## config.mk

```make
export PLATFORM = sky130hd
export DESIGN_NAME = rv32_single_cycle_core_subset_unit
export DESIGN_NICKNAME = d
export VERILOG_FILES = /design/src/rtl/rv32sc_pkg.sv /design/src/rtl/rv32_single_cycle_core_subset_unit.sv /design/src/rtl/rv32sc_ram.sv
export SDC_FILE = /design/constraint.sdc
export NUM_CORES = 2
export LEC_CHECK = 0
export ABC_AREA = 1
export ABC_CLOCK_PERIOD_IN_PS = 12900
export BUFFER_PORTS_ARGS = -buffer_cell sky130_fd_sc_hd__buf_4
export CAP_MARGIN = 20
export CORE_MARGIN = 5
export CORE_UTILIZATION = 50
export CTS_BUF_LIST = sky130_fd_sc_hd__clkbuf_8
export CTS_CLUSTER_SIZE = 8
export DETAILED_ROUTE_END_ITERATION = 10
export PLACE_DENSITY = 0.66
export REMOVE_ABC_BUFFERS = 1
export SETUP_SLACK_MARGIN = 0.4
export SYNTH_ARGS = -nofsm -noshare
export SYNTH_HDL_FRONTEND = slang
export SYNTH_SLANG_ARGS = --single-unit
```

## constraint.sdc

```tcl
create_clock -name clk -period 12.9 [get_ports clk]
set_clock_uncertainty 0.1 [all_clocks]
set_input_delay 1.29 -clock clk [delete_from_list [all_inputs] [get_ports clk]]
set_output_delay 1.29 -clock clk [all_outputs]
set_load 0.02 [all_outputs]
```

## src/rtl/rv32sc_pkg.sv

```systemverilog
// Package for the RV32 subset core: item type, opcodes, immediates and ALU helpers.
`timescale 1ns / 1ps
`default_nettype none
package rv32sc_pkg;

  typedef logic [31:0] word_t;
  typedef logic [4:0]  reg_idx_t;

  typedef struct packed {
    logic [1:0] op;
    word_t      instr;
    reg_idx_t   tidx;
    word_t      pval;
  } item_t;

  localparam logic [1:0] OP_EXEC        = 2'd0;
  localparam logic [1:0] OP_PRELOAD_REG = 2'd1;
  localparam logic [1:0] OP_PRELOAD_MEM = 2'd2;

  localparam logic [6:0] OPC_RTYPE  = 7'd51;
  localparam logic [6:0] OPC_IARITH = 7'd19;
  localparam logic [6:0] OPC_LOAD   = 7'd3;
  localparam logic [6:0] OPC_STORE  = 7'd35;
  localparam logic [6:0] OPC_BRANCH = 7'd99;
  localparam logic [6:0] OPC_JAL    = 7'd111;
  localparam logic [6:0] OPC_JALR   = 7'd103;

  localparam logic [2:0] F3_ADD = 3'd0;
  localparam logic [2:0] F3_OR  = 3'd6;
  localparam logic [2:0] F3_AND = 3'd7;
  localparam logic [6:0] F7_SUB = 7'd32;

  function automatic word_t imm_i(input word_t w);
    return {{20{w[31]}}, w[31:20]};
  endfunction

  function automatic word_t imm_s(input word_t w);
    return {{20{w[31]}}, w[31:25], w[11:7]};
  endfunction

  function automatic word_t imm_b(input word_t w);
    return {{19{w[31]}}, w[31], w[7], w[30:25], w[11:8], 1'b0};
  endfunction

  function automatic word_t imm_j(input word_t w);
    return {{11{w[31]}}, w[31], w[19:12], w[20], w[30:21], 1'b0};
  endfunction

  // unsupported funct codes add
  function automatic word_t alu_r(input logic [2:0] f3, input logic [6:0] f7,
                                  input word_t a, input word_t b);
    word_t r;
    if (f3 == F3_ADD && f7 == F7_SUB) r = a - b;
    else if (f3 == F3_AND) r = a & b;
    else if (f3 == F3_OR) r = a | b;
    else r = a + b;
    return r;
  endfunction

  function automatic word_t alu_i(input logic [2:0] f3, input word_t a, input word_t im);
    word_t r;
    if (f3 == F3_AND) r = a & im;
    else if (f3 == F3_OR) r = a | im;
    else r = a + im;
    return r;
  endfunction

endpackage
`default_nettype wire

```

## src/rtl/rv32_single_cycle_core_subset_unit.sv

```systemverilog
// Top level of the RV32 subset core: three-stage pipeline with register file and data RAM.
// An accepted item passes through stage 1, stage 2 and the output register.
// Throughput: one item per cycle while out_stall is low and no clearing pass runs; register file read at accept,
// data RAM read as the item leaves stage 1, with write-to-read forwarding from the commit stage so dependent
// items need no bubbles. Reset: PC and instruction count clear at once; then a clearing pass zeroes register
// file and data RAM while in_stall is held high.
`timescale 1ns / 1ps
`default_nettype none
module rv32_single_cycle_core_subset_unit #(
  parameter int DATA_WORDS = 32
) (
  input  logic        clk,
  input  logic        rst,
  input  logic        in_valid,
  output logic        in_stall,
  input  logic [1:0]  op,
  input  logic [31:0] instr_word,
  input  logic [4:0]  target_index,
  input  logic signed [31:0] preload_value,
  output logic        out_valid,
  input  logic        out_stall,
  output logic [31:0] executed_pc,
  output logic [31:0] next_pc,
  output logic        reg_written,
  output logic [4:0]  reg_number,
  output logic signed [31:0] reg_value,
  output logic        mem_written,
  output logic [6:0]  mem_byte_addr,
  output logic signed [31:0] mem_value,
  output logic [31:0] executed_count
);

  localparam int DM_AW = (DATA_WORDS > 1) ? $clog2(DATA_WORDS) : 1;
  localparam int CLR_N = (DATA_WORDS > 32) ? DATA_WORDS : 32;
  localparam int CLR_W = $clog2(CLR_N);
  localparam logic [CLR_W-1:0] CLR_LAST = CLR_W'(CLR_N - 1);
  localparam logic [31:0] MEM_BYTES = 32'(DATA_WORDS * 4);
  localparam logic [31:0] MEM_WORDS = 32'(DATA_WORDS);

  // clearing pass
  logic             clearing;
  logic [CLR_W-1:0] clr_cnt;
  logic             clr_rf;
  logic             clr_dm;

  always_ff @(posedge clk) begin
    if (rst) begin
      clearing <= 1'b1;
      clr_cnt  <= '0;
    end else if (clearing) begin
      clr_cnt <= clr_cnt + 1'b1;
      if (clr_cnt == CLR_LAST) clearing <= 1'b0;
    end
  end

  assign clr_rf = clearing && (32'(clr_cnt) < 32'd32);
  assign clr_dm = clearing && (32'(clr_cnt) < MEM_WORDS);

  // handshake
  logic s1_valid, s2_valid;
  logic s1_adv, s2_adv, accept;

  assign s2_adv   = s2_valid && (!out_valid || !out_stall);
  assign s1_adv   = s1_valid && (!s2_valid || s2_adv);
  assign in_stall = clearing || (s1_valid && !s1_adv);
  assign accept   = in_valid && !in_stall;

  // commit write buses
  logic                 rf_we_c;
  rv32sc_pkg::reg_idx_t rf_wa_c;
  rv32sc_pkg::word_t    rf_wd_c;
  logic                 dm_we_c;
  logic [DM_AW-1:0]     dm_wa_c;
  rv32sc_pkg::word_t    dm_wd_c;

  // register file: two copies give two read ports
  logic                 rf_we;
  rv32sc_pkg::reg_idx_t rf_wa;
  rv32sc_pkg::word_t    rf_wd;
  rv32sc_pkg::word_t    rf_a_q, rf_b_q;

  assign rf_we = clr_rf || rf_we_c;
  assign rf_wa = clearing ? clr_cnt[4:0] : rf_wa_c;
  assign rf_wd = clearing ? '0 : rf_wd_c;

  rv32sc_ram #(.WIDTH(32), .DEPTH(32)) u_rf_a (
    .clk(clk), .we(rf_we), .waddr(rf_wa), .wdata(rf_wd),
    .re(accept), .raddr(instr_word[19:15]), .rdata(rf_a_q)
  );

  rv32sc_ram #(.WIDTH(32), .DEPTH(32)) u_rf_b (
    .clk(clk), .we(rf_we), .waddr(rf_wa), .wdata(rf_wd),
    .re(accept), .raddr(instr_word[24:20]), .rdata(rf_b_q)
  );

  // stage 1: item plus register operands
  rv32sc_pkg::item_t s1_item;
  logic              a_ovr_v, b_ovr_v;
  rv32sc_pkg::word_t a_ovr, b_ovr;

  always_ff @(posedge clk) begin
    if (rst) begin
      s1_valid <= 1'b0;
    end else if (accept) begin
      s1_valid <= 1'b1;
    end else if (s1_adv) begin
      s1_valid <= 1'b0;
    end
  end

  // catch a commit that lands on the same edge as the read
  always_ff @(posedge clk) begin
    if (accept) begin
      s1_item <= '{op: op, instr: instr_word, tidx: target_index, pval: preload_value};
      a_ovr_v <= rf_we_c && (rf_wa_c == instr_word[19:15]);
      b_ovr_v <= rf_we_c && (rf_wa_c == instr_word[24:20]);
      a_ovr   <= rf_wd_c;
      b_ovr   <= rf_wd_c;
    end
  end

  rv32sc_pkg::word_t s1_a, s1_b, s1_imm, s1_addr;
  logic [DM_AW-1:0]  s1_dm_idx;

  always_comb begin
    s1_a = a_ovr_v ? a_ovr : rf_a_q;
    s1_b = b_ovr_v ? b_ovr : rf_b_q;
    // forward the item ahead, which commits on the edge this one advances
    if (rf_we_c && rf_wa_c == s1_item.instr[19:15]) s1_a = rf_wd_c;
    if (rf_we_c && rf_wa_c == s1_item.instr[24:20]) s1_b = rf_wd_c;
    s1_imm = (s1_item.instr[6:0] == rv32sc_pkg::OPC_STORE) ?
             rv32sc_pkg::imm_s(s1_item.instr) : rv32sc_pkg::imm_i(s1_item.instr);
    s1_addr   = s1_a + s1_imm;
    s1_dm_idx = s1_addr[DM_AW+1:2];
  end

  // data memory
  logic              dm_we;
  logic [DM_AW-1:0]  dm_wa;
  rv32sc_pkg::word_t dm_wd;
  rv32sc_pkg::word_t dm_q;

  assign dm_we = clr_dm || dm_we_c;
  assign dm_wa = clearing ? clr_cnt[DM_AW-1:0] : dm_wa_c;
  assign dm_wd = clearing ? '0 : dm_wd_c;

  rv32sc_ram #(.WIDTH(32), .DEPTH(DATA_WORDS)) u_dm (
    .clk(clk), .we(dm_we), .waddr(dm_wa), .wdata(dm_wd),
    .re(s1_adv), .raddr(s1_dm_idx), .rdata(dm_q)
  );

  // stage 2: execute and commit
  rv32sc_pkg::item_t s2_item;
  rv32sc_pkg::word_t s2_a, s2_b, s2_addr;
  logic              m_ovr_v;
  rv32sc_pkg::word_t m_ovr;

  always_ff @(posedge clk) begin
    if (rst) begin
      s2_valid <= 1'b0;
    end else if (s1_adv) begin
      s2_valid <= 1'b1;
    end else if (s2_adv) begin
      s2_valid <= 1'b0;
    end
  end

  always_ff @(posedge clk) begin
    if (s1_adv) begin
      s2_item <= s1_item;
      s2_a    <= s1_a;
      s2_b    <= s1_b;
      s2_addr <= s1_addr;
      m_ovr_v <= dm_we_c && (dm_wa_c == s1_dm_idx);
      m_ovr   <= dm_wd_c;
    end
  end

  logic [31:0] pc, icount;
  logic [31:0] pc_next, icount_next;

  logic [6:0]           ex_opc;
  rv32sc_pkg::reg_idx_t ex_rd;
  logic [2:0]           ex_f3;
  logic [6:0]           ex_f7;
  logic                 ex_addr_ok;
  rv32sc_pkg::word_t    ex_load, ex_res, ex_rval, ex_mval;
  logic                 ex_wr, ex_rw, ex_mw;
  rv32sc_pkg::reg_idx_t ex_rnum;
  logic [6:0]           ex_maddr;
  logic [31:0]          tidx_ext;

  assign ex_opc     = s2_item.instr[6:0];
  assign ex_rd      = s2_item.instr[11:7];
  assign ex_f3      = s2_item.instr[14:12];
  assign ex_f7      = s2_item.instr[31:25];
  assign ex_addr_ok = s2_addr < MEM_BYTES;
  assign ex_load    = ex_addr_ok ? (m_ovr_v ? m_ovr : dm_q) : '0;
  assign tidx_ext   = 32'(s2_item.tidx);

  always_comb begin
    pc_next     = pc;
    icount_next = icount;
    ex_wr       = 1'b0;
    ex_res      = '0;
    ex_mw       = 1'b0;
    ex_maddr    = '0;
    ex_mval     = '0;
    if (s2_item.op == rv32sc_pkg::OP_EXEC) begin
      pc_next     = pc + 32'd4;
      icount_next = icount + 32'd1;
      unique case (ex_opc)
        rv32sc_pkg::OPC_RTYPE: begin
          ex_res = rv32sc_pkg::alu_r(ex_f3, ex_f7, s2_a, s2_b);
          ex_wr  = 1'b1;
        end
        rv32sc_pkg::OPC_IARITH: begin
          ex_res = rv32sc_pkg::alu_i(ex_f3, s2_a, rv32sc_pkg::imm_i(s2_item.instr));
          ex_wr  = 1'b1;
        end
        rv32sc_pkg::OPC_LOAD: begin
          ex_res = ex_load;
          ex_wr  = 1'b1;
        end
        rv32sc_pkg::OPC_STORE: begin
          if (ex_addr_ok) begin
            ex_mw    = 1'b1;
            ex_maddr = s2_addr[6:0];
            ex_mval  = s2_b;
          end
        end
        rv32sc_pkg::OPC_BRANCH: begin
          if (s2_a == s2_b) pc_next = pc + rv32sc_pkg::imm_b(s2_item.instr);
        end
        rv32sc_pkg::OPC_JAL: begin
          ex_res  = pc + 32'd4;
          pc_next = pc + rv32sc_pkg::imm_j(s2_item.instr);
          ex_wr   = 1'b1;
        end
        rv32sc_pkg::OPC_JALR: begin
          ex_res  = pc + 32'd4;
          pc_next = (s2_a + rv32sc_pkg::imm_i(s2_item.instr)) & ~32'd1;
          ex_wr   = 1'b1;
        end
        default: begin
        end
      endcase
    end
  end

  assign ex_rw   = ex_wr && (ex_rd != '0);
  assign ex_rnum = ex_rw ? ex_rd : '0;
  assign ex_rval = ex_rw ? ex_res : '0;

  always_comb begin
    rf_we_c = 1'b0;
    rf_wa_c = ex_rd;
    rf_wd_c = ex_res;
    dm_we_c = 1'b0;
    dm_wa_c = s2_addr[DM_AW+1:2];
    dm_wd_c = s2_b;
    unique case (s2_item.op)
      rv32sc_pkg::OP_EXEC: begin
        rf_we_c = s2_adv && ex_rw;
        dm_we_c = s2_adv && ex_mw;
      end
      rv32sc_pkg::OP_PRELOAD_REG: begin
        rf_we_c = s2_adv && (s2_item.tidx != '0);
        rf_wa_c = s2_item.tidx;
        rf_wd_c = s2_item.pval;
      end
      rv32sc_pkg::OP_PRELOAD_MEM: begin
        dm_we_c = s2_adv && (tidx_ext < MEM_WORDS);
        dm_wa_c = tidx_ext[DM_AW-1:0];
        dm_wd_c = s2_item.pval;
      end
      default: begin
      end
    endcase
  end

  always_ff @(posedge clk) begin
    if (rst) begin
      pc     <= '0;
      icount <= '0;
    end else if (s2_adv) begin
      pc     <= pc_next;
      icount <= icount_next;
    end
  end

  // output register
  always_ff @(posedge clk) begin
    if (rst) begin
      out_valid <= 1'b0;
    end else if (s2_adv) begin
      out_valid <= 1'b1;
    end else if (!out_stall) begin
      out_valid <= 1'b0;
    end
  end

  always_ff @(posedge clk) begin
    if (s2_adv) begin
      executed_pc    <= pc;
      next_pc        <= pc_next;
      reg_written    <= ex_rw;
      reg_number     <= ex_rnum;
      reg_value      <= ex_rval;
      mem_written    <= ex_mw;
      mem_byte_addr  <= ex_maddr;
      mem_value      <= ex_mval;
      executed_count <= icount_next;
    end
  end

`ifndef NO_ASSERTIONS
  a_no_result_while_clearing: assert property (@(posedge clk) disable iff (rst)
    clearing |-> !out_valid && !s1_valid && !s2_valid)
    else $error("pipeline busy during clearing pass");

  a_pc_even: assert property (@(posedge clk) disable iff (rst)
    !pc[0])
    else $error("pc lost halfword alignment");

  a_count_step: assert property (@(posedge clk) disable iff (rst)
    s2_adv && s2_item.op == rv32sc_pkg::OP_EXEC |=> icount == $past(icount) + 32'd1)
    else $error("instruction count did not advance on execute beat");

  a_dm_in_range: assert property (@(posedge clk) disable iff (rst)
    dm_we_c |-> 32'(dm_wa_c) < MEM_WORDS)
    else $error("data memory write beyond depth");
`endif

endmodule
`default_nettype wire

```

## src/rtl/rv32sc_ram.sv

```systemverilog
// Generic simple dual-port RAM: one write port, one registered read port.
`timescale 1ns / 1ps
`default_nettype none
module rv32sc_ram #(
  parameter int WIDTH = 32,
  parameter int DEPTH = 32,
  localparam int AW = (DEPTH > 1) ? $clog2(DEPTH) : 1
) (
  input  logic             clk,
  input  logic             we,
  input  logic [AW-1:0]    waddr,
  input  logic [WIDTH-1:0] wdata,
  input  logic             re,
  input  logic [AW-1:0]    raddr,
  output logic [WIDTH-1:0] rdata
);

  logic [WIDTH-1:0] mem [DEPTH];

  // read-first on a same-address write
  always_ff @(posedge clk) begin
    if (we) mem[waddr] <= wdata;
    if (re) rdata <= mem[raddr];
  end

endmodule
`default_nettype wire

```

# Word level (Yosys, flattened, before mapping)
# Memory sizes are Yosys's and may differ from the RTL's. A register that Yosys moved wholly into a read port is not among the register bits.
# Index checks and enable logic that the tools add are counted.
# totals
inputBits,75
reg_bits,552
romBits,0
mem_bits_rw,3072
output_inout_bits,176
n_memories,3
latchBits,0
elab_cells,150
# mem_list
name,depth,width,read_ports,rd_ports_with_merged_regs,write_ports,line,source
u_dm.mem,32,32,1,1,1,rv32sc_ram.sv:18,logic [WIDTH-1:0] mem [DEPTH];
u_rf_a.mem,32,32,1,1,1,rv32sc_ram.sv:18,
u_rf_b.mem,32,32,1,1,1,rv32sc_ram.sv:18,
# op_classes
n_reduce_logical,34
n_addsub,9
n_lt_le_gt_ge,2
div,0
mul,0
eq_ne,21
n_mux,45
bitwise,4
shift,0
# op_table
cell,count
$mux W32,19
$add A32 B32 Y32,5
$pmux W32 S4,1
$pmux W32 S3,1
$and A32 B32 Y32,2
$or A32 B32 Y32,2
$add A32 B1 Y32 const B,1
$add A32 B3 Y32 const B,1
$eq A32 B32 Y1,1
$lt A32 B8 Y1 const B,1
$sub A32 B32 Y32,1
$eq A7 B6 Y1 const B,4
$eq A5 B5 Y1,5
$mux W5,5
$eq A7 B7 Y1 const B,3
$mux W1,17
$logic_and A1 B1 Y1,15
$reduce_bool A5 Y1,2
$eq A7 B2 Y1 const B,1
$eq A7 B5 Y1 const B,1
$eq A3 B3 Y1 const B,2
$lt A5 B6 Y1 const B,1
$add A5 B1 Y5 const B,1
$eq A5 B5 Y1 const B,1
12 further kinds,22

# Depth between registers and ports, before layout
# logic_depth
depth_word,12
mapped_depth,35
depth_no_buf,35

# Hierarchy
# A second synthesis with hierarchy kept.
# unflattened
cells_unflattened,15313
area_unflattened_um2,165464.9
# modules_own_cells
mod,n_inst,area_per_inst_um2,cells_each,seq_area_each_um2
rv32sc_ram,3,42726.0,3536,31710.4
rv32_single_cycle_core_subset_unit,1,37287.0,4705,15845.2

# Worst setup path before layout
# OpenSTA, ideal clock, no wires.
# synth_timing
kind,input -> register
start,input port out_stall
end,"register a_ovr_v, enable pin"
setup_slack_ps,3188
n_path_buf,0
setup_time_ps,702
arrival_ps,8910
required_ps,12098
stages,5
path_cell_list,nand2_1 > inv_1 > nand2_1 > o21ai_0 > nor2_1
# synth_between
elab_chain_len,10
# synth_rtl
element,line,source
start: declaration,rv32_single_cycle_core_subset_unit.sv:21,"input logic out_stall,"
$logic_not A1 Y1,--,
$logic_or A1 B1 Y1,rv32_single_cycle_core_subset_unit.sv:63,assign s2_adv = s2_valid && (!out_valid || !out_stall);
$logic_and A1 B1 Y1,rv32_single_cycle_core_subset_unit.sv:63,
$logic_or A1 B1 Y1,rv32_single_cycle_core_subset_unit.sv:64,assign s1_adv = s1_valid && (!s2_valid || s2_adv);
$logic_and A1 B1 Y1,rv32_single_cycle_core_subset_unit.sv:64,
$logic_not A1 Y1,rv32_single_cycle_core_subset_unit.sv:65,assign in_stall = clearing || (s1_valid && !s1_adv);
$logic_and A1 B1 Y1,rv32_single_cycle_core_subset_unit.sv:65,
$logic_or A1 B1 Y1,rv32_single_cycle_core_subset_unit.sv:65,
net in_stall,rv32_single_cycle_core_subset_unit.sv:15,"output logic in_stall,"
$logic_not A1 Y1,rv32_single_cycle_core_subset_unit.sv:66,assign accept = in_valid && !in_stall;
$logic_and A1 B1 Y1,rv32_single_cycle_core_subset_unit.sv:66,
net accept,rv32_single_cycle_core_subset_unit.sv:61,"logic s1_adv, s2_adv, accept;"
end signal: assignment,rv32_single_cycle_core_subset_unit.sv:115,a_ovr_v <= rf_we_c && (rf_wa_c == instr_word[19:15]);
end: declaration,rv32_single_cycle_core_subset_unit.sv:98,"logic a_ovr_v, b_ovr_v;"
# The timed path passes the listed nets, and every way through them passes these cells.
# A chain may end at the register's enable or synchronous reset.

# Worst setup path in the final report
# layout_timing
start,"register s2_item, in the netlist ex_f3[2]"
end,register u_dm.rdata[14] (read register of u_dm.mem) (data pin)
# layout_between
elab_chain_len,9
elab_cells_between_ends,14
cone_classes,1 x add/sub; 2 x eq/ne; 9 x mux; 2 x reduce/logical
# layout_rtl
element,line,source
start: declaration,rv32_single_cycle_core_subset_unit.sv:153,rv32sc_pkg::item_t s2_item;
start signal: assignment,rv32_single_cycle_core_subset_unit.sv:170,s2_item <= s1_item;
$eq A3 B3 Y1,"rv32sc_pkg.sv:55, rv32sc_pkg.sv:63",
$mux W32,rv32sc_pkg.sv:55,else if (f3 == F3_OR) r = a | b;
$mux W32,rv32sc_pkg.sv:54,else if (f3 == F3_AND) r = a & b;
$mux W32,rv32sc_pkg.sv:53,if (f3 == F3_ADD && f7 == F7_SUB) r = a - b;
$pmux W32 S4 (*),rv32_single_cycle_core_subset_unit.sv:212,unique case (ex_opc)
$mux W32 (*),rv32_single_cycle_core_subset_unit.sv:209,if (s2_item.op == rv32sc_pkg::OP_EXEC) begin
$mux W32 (*),rv32_single_cycle_core_subset_unit.sv:262,unique case (s2_item.op)
net rf_wd_c[1],rv32_single_cycle_core_subset_unit.sv:71,rv32sc_pkg::word_t rf_wd_c;
$mux W32 (*),rv32_single_cycle_core_subset_unit.sv:129,if (rf_we_c && rf_wa_c == s1_item.instr[19:15]) s1_a = rf_wd_c;
net s1_a[1],rv32_single_cycle_core_subset_unit.sv:122,"rv32sc_pkg::word_t s1_a, s1_b, s1_imm, s1_addr;"
$add A32 B32 Y32 (*),rv32_single_cycle_core_subset_unit.sv:133,s1_addr = s1_a + s1_imm;
end: declaration,rv32sc_ram.sv:15,output logic [WIDTH-1:0] rdata
# The timed path passes the listed nets; every way through them passes the cells marked *.

==> results.py <==
metrics = {
    "critical_path": {
        "criticalPathCategory": "reg2reg",
        "cp.arrival_ps": 9030,
        "end_kind": "flop",
        "critical_path.startpoint_type": "flop",
        "max_stage_delay_ps": 890,
        "crit_fanout": 137,
        "crit_path_top_delay_cell": "buf_4",
        "required_ps": 13740,
    },
    "finish": {
        "area_growth_pct": 10.6,
        "drive_gt1_share_pct": 9.54,
        "ff_latch_area_um2": 80200,
        "multi_input_area_um2": 43700,
        "fin_nets": 12886,
        "stdcell_area_um2": 142000,
        "fillers": 21920,
    },
    "route": {
        "routed_wl_um": 497000,
        "num_vias": 105851,
        "drtIter0Drc": 16254,
        "drc": 0,
        "ant_nets": 0,
        "first_pass_iters": 7,
        "wl_per_cell_um": 30.5,
        "routed_via_density": 6.49,
    },
    "sta": {
        "max_freq_mhz": 122,
        "setup_ws_ps": 4710,
        "rsz0062_at_grt": "no",
        "final.setup.tns_ps": 0,
        "drv_slew": 0,
        "fin_crit_sh_pct": 63.5,
        "tightest_slew_ps": 1290,
        "hold_viol": 0,
        "setup_viol_count_final": 0,
        "maxSlewHeadroom_pct": 14.1,
        "period_minus_slack_ps": 8190,
    },
    "placement": {
        "gp_congestion": 0.969,
        "place_ws_ps": 5000,
        "dp.final_hpwl_um": 304000,
        "dpl-instance-area_um2": 134000,
        "port_buffers": 250,
    },
    "synthesis": {
        "netlist_area_um2": 129000,
        "synth-simple-area-share_pct": 13.8,
        "muxShareOfSynthArea_pct": 0.285,
        "async_reset_ff_share_pct": 0,
        "synth_area_leader_cell": "edfxtp_1",
        "syn_inst": 12456,
        "synth_fa_ha_area_share_pct": 2.40,
        "netlist.area_leader.share_pct": 61.2,
        "ys_ff_latch": 2696,
        "synth_area_leaders": "edfxtp_1 61%, o21ai_0 7.9%, nor2_1 7.4%",
        "yosys.cell_types.count": 62,
        "ys.flop_type": "edfxtp_1",
        "synth_top_family_by_area": "compound AO/OA/AOI/OAI gates",
        "synth_edf_count": 2623,
        "synth_compound_area_share_pct": 16.0,
        "synth_xor_area_share_pct": 0.865,
        "synth_warnings": 0,
        "ys_seq_area_share_pct": 62.4,
        "avgSynthCellArea_um2": 10.3,
    },
    "clock_tree": {
        "ctsResizeCount": 0,
        "cts_setup_buffers": 0,
        "ctsHoldBuffers": 0,
        "cts_sinks": 2696,
        "clk_path_buf_depth": 4,
        "cts_inserted_buffers": 433,
        "root_buffer": "clkbuf_8",
        "insertion_delay_ps": 1150,
        "cts.clk_slew.worst_paths_ps": 60,
        "cts_tree": "built",
        "cts_htree_levels": 5,
    },
    "pwr": {
        "internal-power_mw": 13.0,
        "p_seq_share_pct": 56.2,
        "swShare_pct": 23.7,
        "comb_power_share_pct": 4.2,
        "powerDensity_nw_per_um2": 120,
        "clock_power_share_pct": 39.6,
        "total_power_mw": 17.0,
        "p_leak_nw": 49.6,
        "power.switching_mw": 4.04,
        "ir_worst_vdd_mv": 0.0897,
    },
    "grt": {
        "antenna_found_initial": 27,
        "gr-usage-all-layers_pct": 35.9,
        "grt_max_degree": 206,
        "grt_pass1_vias": 101407,
        "grt_overflow": 0,
        "met3_usage_pct": 7.19,
        "busiest_layer": "met2",
        "grt_use_met1_pct": 46.6,
        "grt_util_met2_pct": 55.9,
        "grt_first_pass_wirelength_um": 702000,
    },
    "status": {
        "outcome": "finished, final reports clean",
    },
    "die": {
        "row_count": 186,
        "die_height_um": 517,
        "io_pins": 251,
        "coreArea_um2": 256000,
        "die_x_um": 517,
        "die_area_um2": 267000,
        "start_util_pct": 50.1,
    },
    "hold_path": {
        "hp-class": "in2reg",
    },
    "job": {
        "maxCapViolCount": 0,
    },
}
[sequential cells by signal, indices dropped and copies added (netlist names), 49 cells and up]
| name | cells |
|---|---|
| s1_item | 71 |
| s2_item | 49 |
| u_dm.mem | 1024 |
| u_rf_a.mem | 448 |
| u_rf_b.mem | 576 |
[cells in the final DEF, fill, tap and decap left out, types with 34 or more instances in the layout]
cell | netlist | routed
buf_4 | 2 | 435
o22ai_1 | 112 | 112
nand2_1 | 1230 | 1227
o221ai_1 | 407 | 407
clkbuf_8 | 0 | 447
nand3_1 | 431 | 431
xor2_1 | 98 | 97
o21ai_0 | 2023 | 2010
inv_1 | 607 | 776
or2_2 | 72 | 72
o211ai_1 | 55 | 55
a311oi_1 | 119 | 119
nand4_1 | 70 | 70
a21oi_1 | 443 | 416
dfxtp_1 | 73 | 72
edfxtp_1 | 2623 | 2623
nor2_1 | 2534 | 2437
ha_1 | 237 | 237
a31oi_1 | 98 | 98
o21ai_1 | 27 | 40
a32oi_1 | 58 | 58
nor3_1 | 50 | 50
nor2_2 | 6 | 34
clkinv_1 | 2 | 92
nor2_4 | 0 | 69
[power groups by stage]
stage	sequential (mW)	clock, mW	combinational (mW)
2_1_floorplan	9.74	0	0.342
5_1_grt	9.56	7.20	0.743
4_1_cts	9.56	6.80	0.685
3_3_place_gp	9.74	0	0.664
3_5_place_dp	9.75	0	0.683
6_report	9.56	6.74	0.716
[through the flow]
stage / hold WS [ps] / cells / utilization (%)
2_1_floorplan: 300 / 11652 / -
3_3_place_gp: 304 / 15487 / 52.3
3_5_place_dp: 306 / 15499 / 52.4
4_1_cts: 171 / 16266 / 55.3
5_1_grt: 199 / 16286 / 55.5
6_report: 251 / 16299 / 55.5
[cell usage after synthesis, types with 10 or more instances]
master	number
a32o_1	22
ha_1	237
a221oi_1	15
nor4_1	14
dfxtp_1	73
xor2_1	98
o221ai_1	407
a211oi_1	13
nand3_1	431
a31oi_1	98
a21o_1	17
o21a_1	15
or2_2	72
o21bai_1	18
a311oi_1	119
o211ai_1	55
edfxtp_1	2623
nand3b_1	10
xnor2_1	29
a32oi_1	58
nor2_1	2534
mux2i_1	31
clkbuf_1	690
o2111ai_1	21
buf_1	46
o22ai_1	112
inv_2	15
o31ai_1	12
buf_2	61
nand2_1	1230
o21ai_0	2023
a21oi_1	443
nor3_1	50
inv_1	607
o21ai_1	27
nand4_1	70
[logic make-up (layout without fill, tap and decap cells)]
logic type,Yosys count,in the layout
multiplexers,36,36
adder cells (fa/ha/maj),243,243
other,0,15
XOR/XNOR,127,127
buffers and inverters,1428,1872
AO/OA/AOI/OAI,3490,3490
flip-flops,2696,2696
AND/OR/NAND/NOR,4436,4436
[final cells by class]
type	instances	share of cell area, %
diodes	15	0.0264
inverters	624	1.69
clock buffers	446	4.31
flip-flops and latches	2696	56.4
repair buffers	481	2.81
multi-input cells	8332	30.7
well taps	3384	2.98
clock inverters	321	1.08
[final timing paths]
check	slack [ps]	from	to	depth (start not counted)
setup reg to reg	4710	ex_f3[2]	u_dm.rdata[14]	29
hold reg to reg	320	s1_item[19]	s2_item[19]	0
setup / recovery	4710	ex_f3[2]	u_dm.rdata[14]	29
hold / removal	250	target_index[1]	s1_item[33]	1
[routing by layer]
layer  vias up  part of all wire [%]
met5         -                 0.014
met4        12                   7.1
met3      1633                    12
met2      7637                    45
met1     51269                    36
li1      45300                     -
[critical path, delay by kind of cell, from the launching register on]
| family | cells | cell delay [ps] |
|---|---|---|
| DFF | 1 | 450 |
| adders and majority gates | 1 | 460 |
| AOI/OAI and AO/OA | 9 | 1650 |
| and+or+nand+nor | 9 | 1450 |
| buffers and inverters | 10 | 3620 |
Power figures use the tool's default switching activity.
